<file path="config.mk">
export PLATFORM = sky130hd
export DESIGN_NAME = soft_ack_arq_peer_tracker
export DESIGN_NICKNAME = d
export VERILOG_FILES = /design/src/rtl/core/sapt_pkg.sv /design/src/rtl/core/sapt_alu.sv /design/src/rtl/core/soft_ack_arq_peer_tracker.sv
export VERILOG_INCLUDE_DIRS = /design/src /design/src/rtl/core
export SDC_FILE = /design/constraint.sdc
export NUM_CORES = 1
export LEC_CHECK = 0
export BUFFER_PORTS_ARGS = -buffer_cell sky130_fd_sc_hd__buf_2
export CAP_MARGIN = 10
export CORE_AREA = 10 10 239 241
export CTS_BUF_LIST = sky130_fd_sc_hd__clkbuf_8
export CTS_CLUSTER_DIAMETER = 100
export DETAILED_ROUTE_END_ITERATION = 8
export DIE_AREA = 0 0 249 251
export HOLD_SLACK_MARGIN = 0.05
export PLACE_DENSITY = 0.84
export SLEW_MARGIN = 40
export SYNTH_ARGS = -nofsm -noshare
export SYNTH_HDL_FRONTEND = slang
export SYNTH_HIERARCHICAL = 1
export SYNTH_SLANG_ARGS = --single-unit
</file>
<file path="constraint.sdc">
create_clock -name aclk -period 15.04 [get_ports aclk]
set_clock_uncertainty 0.15 [all_clocks]
set_input_delay 1.504 -clock aclk [delete_from_list [all_inputs] [get_ports aclk]]
set_output_delay 1.504 -clock aclk [all_outputs]
set_load 0.03 [all_outputs]
</file>
<file path="src/rtl/core/soft_ack_arq_peer_tracker_defines.svh">
// assertion macros for the soft ack peer tracker
// included by modules that carry concurrent checks; no other dependencies
`ifndef SOFT_ACK_ARQ_PEER_TRACKER_DEFINES_SVH
`define SOFT_ACK_ARQ_PEER_TRACKER_DEFINES_SVH

// consequent must hold in the same cycle as the antecedent
`define SAPT_ASSERT_SAME(lbl, clk, rstn, ante, cons, msg) \
    lbl: assert property (@(posedge clk) disable iff (!(rstn)) (ante) |-> (cons)) \
        else $error(msg);

// consequent must hold in the cycle after the antecedent
`define SAPT_ASSERT_NEXT(lbl, clk, rstn, ante, cons, msg) \
    lbl: assert property (@(posedge clk) disable iff (!(rstn)) (ante) |=> (cons)) \
        else $error(msg);

`endif

</file>
<file path="src/rtl/core/sapt_pkg.sv">
// shared types and constants for the soft ack peer tracker
// used by sapt_alu and soft_ack_arq_peer_tracker; no dependencies
package sapt_pkg;

    // default peer count and register reset values
    localparam int          PEERS_DEF      = 6;
    localparam logic [15:0] RTT_LIMIT_RST  = 16'd15000;
    localparam logic [3:0]  MISS_LIMIT_RST = 4'd10;
    localparam logic [3:0]  MISS_MAX       = 4'd15;

    // widths of the shared adder and the stream and config ports
    localparam int ALU_W    = 34;
    localparam int IN_W     = 120;
    localparam int S_USER_W = 2;
    localparam int OUT_W    = 64;
    localparam int CFG_W    = 16;
    localparam int CFG_A_W  = 1;

    // input item kinds
    typedef enum logic [1:0] {
        ACT_ACK         = 2'd0,
        ACT_FRAME_START = 2'd1,
        ACT_REPAIR_SCAN = 2'd2,
        ACT_EVALUATE    = 2'd3
    } action_t;

    // configuration register indexes
    typedef enum logic [CFG_A_W-1:0] {
        REG_RTT_LIMIT  = 1'b0,
        REG_MISS_LIMIT = 1'b1
    } cfg_reg_t;

    // one request to the shared adder
    typedef struct packed {
        logic [ALU_W-1:0] opa;
        logic [ALU_W-1:0] opb;
        logic             sub;
        logic             cin;
    } alu_req_t;

endpackage

</file>
<file path="src/rtl/core/sapt_alu.sv">
// shared add/subtract unit of the soft ack peer tracker
// depends on sapt_pkg for the request struct and width
module sapt_alu (
    input  sapt_pkg::alu_req_t           req,
    output logic [sapt_pkg::ALU_W-1:0]   sum
);

    logic [sapt_pkg::ALU_W-1:0] opb_eff;

    // subtraction inverts the second operand; carry in comes with the request
    assign opb_eff = req.sub ? ~req.opb : req.opb;
    assign sum     = req.opa + opb_eff + sapt_pkg::ALU_W'(req.cin);

endmodule

</file>
<file path="src/rtl/core/soft_ack_arq_peer_tracker.sv">
// soft ack peer tracker top level: sequencer, peer state and output register
// depends on sapt_pkg, sapt_alu and soft_ack_arq_peer_tracker_defines.svh
//
// Usage
// - s_ channel: one beat per item; s_tuser holds the kind (ack, frame start,
//   repair scan, evaluate), s_tdata the ack fields.
// - m_ channel: result beats; m_tlast marks the final beat of an item.
// - cfg port: cfg_wr_en writes cfg_wdata to register cfg_addr (0 round-trip
//   limit, 1 miss limit); write only while the block is idle.
// - An applied ack runs ten steps through one shared 34-bit adder (round trip,
//   limit compare, net time, average, offset); ACK_OUT then loads its beat
//   into the output register.
// - A rejected ack goes straight to ACK_OUT, which loads its beat.
// - A frame start gives no beat; the sequencer stays idle.
// - Repair scan and evaluate walk the peers one per cycle while the output
//   register can take a beat, giving PEERS beats.
// - s_tready is high only while the sequencer is idle; a finished beat may
//   wait in the output register while the next item is taken.
// - When the output register holds a beat and m_tready is low, the walk or ack step that emits waits in place.
// - Reset (aresetn low, synchronous) restores the register defaults, clears
//   all peer state to zero/offline and empties the output register.
`include "soft_ack_arq_peer_tracker_defines.svh"

module soft_ack_arq_peer_tracker #(
    parameter int PEERS = sapt_pkg::PEERS_DEF
) (
    input  logic                           aclk,
    input  logic                           aresetn,
    // config write port
    input  logic                           cfg_wr_en,
    input  logic [sapt_pkg::CFG_A_W-1:0]   cfg_addr,
    input  logic [sapt_pkg::CFG_W-1:0]     cfg_wdata,
    // input items
    input  logic                           s_tvalid,
    output logic                           s_tready,
    // action[1:0]
    input  logic [sapt_pkg::S_USER_W-1:0]  s_tuser,
    // sink_id[3:0] packet_ok[4] now_us[36:5] echo_time_us[68:37]
    // turnaround_us[84:69] sink_send_time_us[116:85] pad[119:117]
    input  logic [sapt_pkg::IN_W-1:0]      s_tdata,
    // results
    output logic                           m_tvalid,
    input  logic                           m_tready,
    // peer_index[3:0] ack_applied[4] retransmit[5] online[6] miss_count[10:7]
    // avg_round_trip_us[26:11] offset_est_us[58:27] pad[63:59]
    output logic [sapt_pkg::OUT_W-1:0]     m_tdata,
    output logic                           m_tlast
);

    localparam int PEER_W = (PEERS > 1) ? $clog2(PEERS) : 1;
    localparam int W      = sapt_pkg::ALU_W;

    typedef enum logic [3:0] {
        ST_IDLE, ST_TOTAL, ST_CMP, ST_NET, ST_AVG7, ST_AVGSUM,
        ST_OFFX, ST_OFFA, ST_OFFB, ST_OFFD, ST_OFFR, ST_ACK_OUT, ST_WALK
    } state_t;

    // input field split
    sapt_pkg::action_t in_action;
    logic [3:0]        in_sink;
    logic              in_ok;

    assign in_action = sapt_pkg::action_t'(s_tuser);
    assign in_sink   = s_tdata[3:0];
    assign in_ok     = s_tdata[4];

    // control and config registers
    state_t             state_reg, state_next;
    sapt_pkg::action_t  act_reg, act_next;
    logic [3:0]         peer_reg, peer_next;
    logic               applied_reg, applied_next;
    logic               lt_reg, lt_next;
    logic [15:0]        rtt_limit_reg, rtt_limit_next;
    logic [3:0]         miss_limit_reg, miss_limit_next;
    logic               m_tvalid_reg, m_tvalid_next;

    // item payload and scratch
    logic [31:0]        now_reg, now_next;
    logic [31:0]        echo_reg, echo_next;
    logic [15:0]        dwell_reg, dwell_next;
    logic [31:0]        send_reg, send_next;
    logic [31:0]        total_reg, total_next;
    logic [15:0]        net_reg, net_next;
    logic [W-1:0]       tmp_reg, tmp_next;
    logic [31:0]        ofa_reg, ofa_next;
    logic [sapt_pkg::OUT_W-1:0] m_tdata_reg, m_tdata_next;
    logic               m_tlast_reg, m_tlast_next;

    // per-peer state
    logic [15:0]        avg_reg [PEERS];
    logic [15:0]        avg_next [PEERS];
    logic [31:0]        off_reg [PEERS];
    logic [31:0]        off_next [PEERS];
    logic [3:0]         miss_reg [PEERS];
    logic [3:0]         miss_next [PEERS];
    logic [PEERS-1:0]   acked_reg, acked_next;
    logic [PEERS-1:0]   online_reg, online_next;

    // shared adder
    sapt_pkg::alu_req_t alu_req;
    logic [W-1:0]       alu_sum;

    sapt_alu u_alu (
        .req (alu_req),
        .sum (alu_sum)
    );

    // current peer view
    logic [PEER_W-1:0]  pidx;
    logic               in_range;
    logic [15:0]        avg_cur;
    logic [31:0]        off_cur;
    logic [3:0]         miss_cur;
    logic               online_cur;
    logic               acked_cur;
    logic [3:0]         miss_inc;
    logic               out_free;
    logic               walk_last;

    assign pidx       = peer_reg[PEER_W-1:0];
    assign in_range   = {1'b0, peer_reg} < 5'(PEERS);
    assign avg_cur    = in_range ? avg_reg[pidx] : 16'd0;
    assign off_cur    = in_range ? off_reg[pidx] : 32'd0;
    assign miss_cur   = in_range ? miss_reg[pidx] : 4'd0;
    assign online_cur = in_range ? online_reg[pidx] : 1'b0;
    assign acked_cur  = in_range ? acked_reg[pidx] : 1'b0;
    assign miss_inc   = (miss_cur < sapt_pkg::MISS_MAX) ? miss_cur + 4'd1 : miss_cur;
    assign out_free   = !m_tvalid_reg || m_tready;
    assign walk_last  = peer_reg == 4'(PEERS - 1);

    // adder operand select per step
    always_comb begin
        alu_req = '0;
        case (state_reg)
            ST_TOTAL: begin
                alu_req.opa = W'(now_reg);
                alu_req.opb = W'(echo_reg);
                alu_req.sub = 1'b1;
                alu_req.cin = 1'b1;
            end
            ST_CMP: begin
                alu_req.opa = W'(total_reg);
                alu_req.opb = W'(rtt_limit_reg);
                alu_req.sub = 1'b1;
                alu_req.cin = 1'b1;
            end
            ST_NET: begin
                alu_req.opa = W'(total_reg);
                alu_req.opb = W'(dwell_reg);
                alu_req.sub = 1'b1;
                alu_req.cin = 1'b1;
            end
            ST_AVG7: begin
                alu_req.opa = W'({avg_cur, 3'b000});
                alu_req.opb = W'(avg_cur);
                alu_req.sub = 1'b1;
                alu_req.cin = 1'b1;
            end
            ST_AVGSUM: begin
                alu_req.opa = tmp_reg;
                alu_req.opb = W'(net_reg);
            end
            ST_OFFX: begin
                alu_req.opa = W'(send_reg);
                alu_req.opb = W'(dwell_reg);
                alu_req.sub = 1'b1;
                alu_req.cin = 1'b1;
            end
            ST_OFFA: begin
                alu_req.opa = W'(tmp_reg[31:0]);
                alu_req.opb = W'(echo_reg);
                alu_req.sub = 1'b1;
                alu_req.cin = 1'b1;
            end
            ST_OFFB: begin
                alu_req.opa = W'(now_reg);
                alu_req.opb = W'(send_reg);
                alu_req.sub = 1'b1;
                alu_req.cin = 1'b1;
            end
            ST_OFFD: begin
                alu_req.opa = {{(W-32){ofa_reg[31]}}, ofa_reg};
                alu_req.opb = {{(W-32){tmp_reg[31]}}, tmp_reg[31:0]};
                alu_req.sub = 1'b1;
                alu_req.cin = 1'b1;
            end
            ST_OFFR: begin
                // halve toward zero: bump negative odd values before the shift
                alu_req.opa = tmp_reg;
                alu_req.cin = tmp_reg[W-1] & tmp_reg[0];
            end
            default: begin
                alu_req = '0;
            end
        endcase
    end

    // sequencer and state update
    always_comb begin
        state_next      = state_reg;
        act_next        = act_reg;
        peer_next       = peer_reg;
        applied_next    = applied_reg;
        lt_next         = lt_reg;
        rtt_limit_next  = rtt_limit_reg;
        miss_limit_next = miss_limit_reg;
        now_next        = now_reg;
        echo_next       = echo_reg;
        dwell_next      = dwell_reg;
        send_next       = send_reg;
        total_next      = total_reg;
        net_next        = net_reg;
        tmp_next        = tmp_reg;
        ofa_next        = ofa_reg;
        avg_next        = avg_reg;
        off_next        = off_reg;
        miss_next       = miss_reg;
        acked_next      = acked_reg;
        online_next     = online_reg;
        m_tdata_next    = m_tdata_reg;
        m_tlast_next    = m_tlast_reg;
        m_tvalid_next   = m_tvalid_reg && !m_tready;

        // config writes
        if (cfg_wr_en) begin
            case (sapt_pkg::cfg_reg_t'(cfg_addr))
                sapt_pkg::REG_RTT_LIMIT:  rtt_limit_next  = cfg_wdata;
                sapt_pkg::REG_MISS_LIMIT: miss_limit_next = cfg_wdata[3:0];
                default: ;
            endcase
        end

        case (state_reg)
            ST_IDLE: begin
                if (s_tvalid) begin
                    act_next   = in_action;
                    peer_next  = in_sink;
                    now_next   = s_tdata[36:5];
                    echo_next  = s_tdata[68:37];
                    dwell_next = s_tdata[84:69];
                    send_next  = s_tdata[116:85];
                    case (in_action)
                        sapt_pkg::ACT_ACK: begin
                            if (in_ok && ({1'b0, in_sink} < 5'(PEERS))) begin
                                applied_next = 1'b1;
                                state_next   = ST_TOTAL;
                            end else begin
                                applied_next = 1'b0;
                                state_next   = ST_ACK_OUT;
                            end
                        end
                        sapt_pkg::ACT_FRAME_START: begin
                            acked_next = '0;
                        end
                        default: begin
                            peer_next  = 4'd0;
                            state_next = ST_WALK;
                        end
                    endcase
                end
            end
            ST_TOTAL: begin
                total_next = alu_sum[31:0];
                state_next = ST_CMP;
            end
            ST_CMP: begin
                lt_next    = alu_sum[W-1];
                state_next = ST_NET;
            end
            ST_NET: begin
                net_next   = alu_sum[W-1] ? 16'd0 : alu_sum[15:0];
                state_next = ST_AVG7;
            end
            ST_AVG7: begin
                tmp_next   = alu_sum;
                state_next = ST_AVGSUM;
            end
            ST_AVGSUM: begin
                if (lt_reg) begin
                    avg_next[pidx] = (avg_cur == 16'd0) ? net_reg : alu_sum[18:3];
                end
                state_next = ST_OFFX;
            end
            ST_OFFX: begin
                tmp_next   = alu_sum;
                state_next = ST_OFFA;
            end
            ST_OFFA: begin
                ofa_next   = alu_sum[31:0];
                state_next = ST_OFFB;
            end
            ST_OFFB: begin
                tmp_next   = alu_sum;
                state_next = ST_OFFD;
            end
            ST_OFFD: begin
                tmp_next   = alu_sum;
                state_next = ST_OFFR;
            end
            ST_OFFR: begin
                off_next[pidx]    = alu_sum[32:1];
                acked_next[pidx]  = 1'b1;
                online_next[pidx] = 1'b1;
                miss_next[pidx]   = 4'd0;
                state_next        = ST_ACK_OUT;
            end
            ST_ACK_OUT: begin
                if (out_free) begin
                    m_tdata_next  = {5'd0, off_cur, avg_cur, miss_cur, online_cur,
                                     1'b0, applied_reg, peer_reg};
                    m_tlast_next  = 1'b1;
                    m_tvalid_next = 1'b1;
                    state_next    = ST_IDLE;
                end
            end
            ST_WALK: begin
                if (out_free) begin
                    logic       rtx;
                    logic       on_new;
                    logic [3:0] miss_new;
                    rtx      = 1'b0;
                    on_new   = online_cur;
                    miss_new = miss_cur;
                    if (act_reg == sapt_pkg::ACT_REPAIR_SCAN) begin
                        rtx = online_cur && !acked_cur;
                    end else if (online_cur) begin
                        // evaluate: count a miss or clear on ack
                        if (!acked_cur) begin
                            miss_new = miss_inc;
                            on_new   = !(miss_inc >= miss_limit_reg);
                        end else begin
                            miss_new = 4'd0;
                        end
                    end
                    miss_next[pidx]   = miss_new;
                    online_next[pidx] = on_new;
                    m_tdata_next  = {5'd0, off_cur, avg_cur, miss_new, on_new,
                                     rtx, 1'b0, peer_reg};
                    m_tlast_next  = walk_last;
                    m_tvalid_next = 1'b1;
                    peer_next     = peer_reg + 4'd1;
                    if (walk_last) begin
                        state_next = ST_IDLE;
                    end
                end
            end
            default: begin
                state_next = ST_IDLE;
            end
        endcase
    end

    // registers: payload first, control reset overrides
    always_ff @(posedge aclk) begin
        now_reg     <= now_next;
        echo_reg    <= echo_next;
        dwell_reg   <= dwell_next;
        send_reg    <= send_next;
        total_reg   <= total_next;
        net_reg     <= net_next;
        tmp_reg     <= tmp_next;
        ofa_reg     <= ofa_next;
        act_reg     <= act_next;
        peer_reg    <= peer_next;
        applied_reg <= applied_next;
        lt_reg      <= lt_next;
        m_tdata_reg <= m_tdata_next;
        m_tlast_reg <= m_tlast_next;
        if (!aresetn) begin
            state_reg      <= ST_IDLE;
            rtt_limit_reg  <= sapt_pkg::RTT_LIMIT_RST;
            miss_limit_reg <= sapt_pkg::MISS_LIMIT_RST;
            m_tvalid_reg   <= 1'b0;
            acked_reg      <= '0;
            online_reg     <= '0;
            for (int i = 0; i < PEERS; i++) begin
                avg_reg[i]  <= 16'd0;
                off_reg[i]  <= 32'd0;
                miss_reg[i] <= 4'd0;
            end
        end else begin
            state_reg      <= state_next;
            rtt_limit_reg  <= rtt_limit_next;
            miss_limit_reg <= miss_limit_next;
            m_tvalid_reg   <= m_tvalid_next;
            acked_reg      <= acked_next;
            online_reg     <= online_next;
            avg_reg        <= avg_next;
            off_reg        <= off_next;
            miss_reg       <= miss_next;
        end
    end

    assign s_tready = state_reg == ST_IDLE;
    assign m_tvalid = m_tvalid_reg;
    assign m_tdata  = m_tdata_reg;
    assign m_tlast  = m_tlast_reg;

    // check terms
    logic acked_offline;
    logic frame_take;
    logic applied_beat;
    logic applied_ok;

    assign acked_offline = |(acked_reg & ~online_reg);
    assign frame_take    = s_tvalid && s_tready && (in_action == sapt_pkg::ACT_FRAME_START);
    assign applied_beat  = m_tvalid && m_tdata[4];
    assign applied_ok    = m_tdata[6] && !m_tdata[5] && m_tlast;

    // checks
    `SAPT_ASSERT_SAME(a_acked_is_online, aclk, aresetn, 1'b1, !acked_offline, "acked peer offline")
    `SAPT_ASSERT_NEXT(a_frame_clears, aclk, aresetn, frame_take, !(|acked_reg), "stale ack mark")
    `SAPT_ASSERT_SAME(a_applied_online, aclk, aresetn, applied_beat, applied_ok, "bad applied beat")

endmodule
</file>
==> flow_metrics.env <==
export IMPL_multiInputGateArea_sq_mm=0.01176
export IMPL_die_x_um=249
export IMPL_crit_fanout=55
export IMPL_crit_arrival_ns=6.35
export IMPL_worstMarginPinSlew_ns=0.9073
export IMPL_synth_top_family_by_area="compound AO/OA/AOI/OAI gates"
export IMPL_yosys_area_share_simple_pct=13.13
export IMPL_worstSetupPathType="reg -> reg"
export IMPL_synth_area_sq_mm=0.02837
export IMPL_core_rowCount=84
export IMPL_drv_cap=0
export IMPL_drt_total_wl_mm=87.55
export IMPL_clk_pin_slew_worst_paths_ns=0.06
export IMPL_max_slew_margin_pct=39.15
export IMPL_holdBufCountCts=0
export IMPL_post_drt_wl_per_cell_um=23.15
export IMPL_insertion_delay_ns=0.73
export IMPL_final_max_slew_viol_count=0
export IMPL_synth_edf_count=294
export IMPL_drcViolationCount=0
export IMPL_yosys_area_top_type="edfxtp_1"
export IMPL_dr_pass1_iters=9
export IMPL_grt_pass1_vias=23890
export IMPL_fin_crit_sh_pct=39.04
export IMPL_cts_sinks=643
export IMPL_grt_pass1_wl_mm=134.1
export IMPL_coreArea_sq_mm=0.05224
export IMPL_synth_compound_area_share_pct=20.91
export IMPL_vias=24270
export IMPL_tritoncts="done"
export IMPL_ys_types=88
export IMPL_hold_class="reg -> reg"
export IMPL_start_util_pct=54.31
export IMPL_synth_seq_area_share_pct=55.75
export IMPL_fin_setup_tns_ns=0
export IMPL_rsz0062_at_grt="false"
export IMPL_synth_top_area_share_pct=31.12
export IMPL_max_freq_ghz=0.1703
export IMPL_status="complete, no violations"
export IMPL_synthFlopType="dfxtp_1"
export IMPL_grt_antenna_before_repair=2
export IMPL_globalRoute_totalOverflow=0
export IMPL_nets=3193
export IMPL_setup_violations=0
export IMPL_vias_per_cell=6.418
export IMPL_final_core_util_pct=61.86
export IMPL_drt_initial_drc_count=3654
export IMPL_drive_gt1_share_pct=17.41
export IMPL_synth_mux_area_share_pct=2.492
export IMPL_yosysMostFrequentCell="nand2_1"
export IMPL_largest_reg_flops=192
export IMPL_layout_min_cycle_time_ns=5.871
export IMPL_io_pins=211
export IMPL_synthXorXnorAreaFrac_pct=2.130
export IMPL_cts_made_buffers=100
export IMPL_clockBufferDepth=3
export IMPL_yosysWarnings=6
export IMPL_synth_fa_ha_area_share_pct=1.861
export IMPL_dieArea_sq_mm=0.06250
export IMPL_die_y_um=251
export IMPL_grt_max_degree=111
export IMPL_synth_area_leaders="edfxtp_1, dfxtp_1, nand2_1"
export IMPL_h_tree_depth=3
export IMPL_async_flop_share_pct=0
export IMPL_syn2layout_area_growth_pct=13.92
export IMPL_cts_root_buffer="clkbuf_8"
export IMPL_dp_hpwl_mm=57.06
export IMPL_cts_resized=0
export IMPL_netlist_instances=2829
export IMPL_track_usage_pct=26.78
export IMPL_worstPathRequired_ns=15.52
export IMPL_worstSetupStartpointType="flip-flop"
export IMPL_final_hold_viol_count=0
export IMPL_seqCellArea_sq_mm=0.01582
export IMPL_fill_cells=4041
export IMPL_routabilityCongestion=0.9823
export IMPL_synth_common_cells="nand2_1, dfxtp_1, edfxtp_1"
export IMPL_avgSynthCellArea_sq_um=10.03
export IMPL_post_cts_setup_buffers=0
export IMPL_io_buffers=202
export IMPL_ant_nets=0
export IMPL_synth_seq_cells=643
export IMPL_worstSetupEndpointType="flip-flop"
## cell usage in the layout (no fill, tap or decap), drive strengths merged, types with 46 or more instances in the layout
| cell | n |
|---|---|
| dfxtp | 349 |
| inv | 85 |
| nor2 | 106 |
| clkbuf | 110 |
| a31oi | 132 |
| edfxtp | 294 |
| nand3 | 63 |
| xor2 | 46 |
| buf | 280 |
| o21ai | 179 |
| nand2 | 518 |
| a21oi | 294 |
| a22oi | 201 |
## area by class of cell
type / instances / area share (%)
diodes: 3 / 0.02323
flip-flops and latches: 643 / 48.94
repair buffers: 280 / 5.483
well taps: 688 / 2.664
inverters: 41 / 0.4917
multi-input cells: 1942 / 36.38
clock inverters: 75 / 1.336
clock buffers: 110 / 4.685
## worst max-delay path, stage by stage (launching register included)
cell and delay (ns):
edfxtp_1 0.32, buf_4 0.59, nand2b_1 0.58, buf_4 0.33
o221ai_1 0.12, o21ai_0 0.30, or2_2 0.24, nand4_1 0.16
xor2_1 0.20, ha_1 0.43, nand3_1 0.10, nor3_1 0.36
o211ai_4 0.17, o221ai_2 0.22, a21oi_1 0.12, xnor2_1 0.68
buf_4 0.31, o21ai_2 0.13, a31oi_1 0.21
## logic make-up after synthesis
| kind of cell | Yosys count |
|---|---|
| simple gates | 832 |
| mux | 61 |
| compound gates | 934 |
| xor+xnor | 69 |
| other cells | 1 |
| fa+ha+maj | 41 |
| flops | 643 |
| buf+inv | 248 |
## per-layer routing
layer / up-vias / GRT usage [%] / part of all wire (%)
li1: 10770 / - / -
met1: 11460 / 33.10 / 37
met2: 1730 / 41.80 / 45
met3: 314 / 6.666 / 12
met4: 0 / 16.46 / 5.9
met5: - / 0 / 0
## path summary, 6_finish.rpt
check	from	to	slack, ns	cells after the start
max	peer_reg[2]	avg_reg[79]	9.17	18
min	off_reg[97]	off_reg[97]	0.30	2
max reg2reg	peer_reg[2]	avg_reg[79]	9.17	18
min reg2reg	off_reg[97]	off_reg[97]	0.30	2
## metrics by stage
stage	std cells	worst slack (ns)	instance area (sq um)	hold slack [ns]
floorplan	2833	10.28	28380	0.2777
global placement	3584	9.409	30020	0.2916
detailed placement	3592	9.211	30250	0.2960
CTS	3777	9.174	32200	0.3036
global route	3781	8.906	32310	0.3192
finish	3782	9.169	32310	0.3027
Power is left out: the tool's default activity adds up to more than one toggle a clock period on the data nets, which glitch-free logic cannot reach.
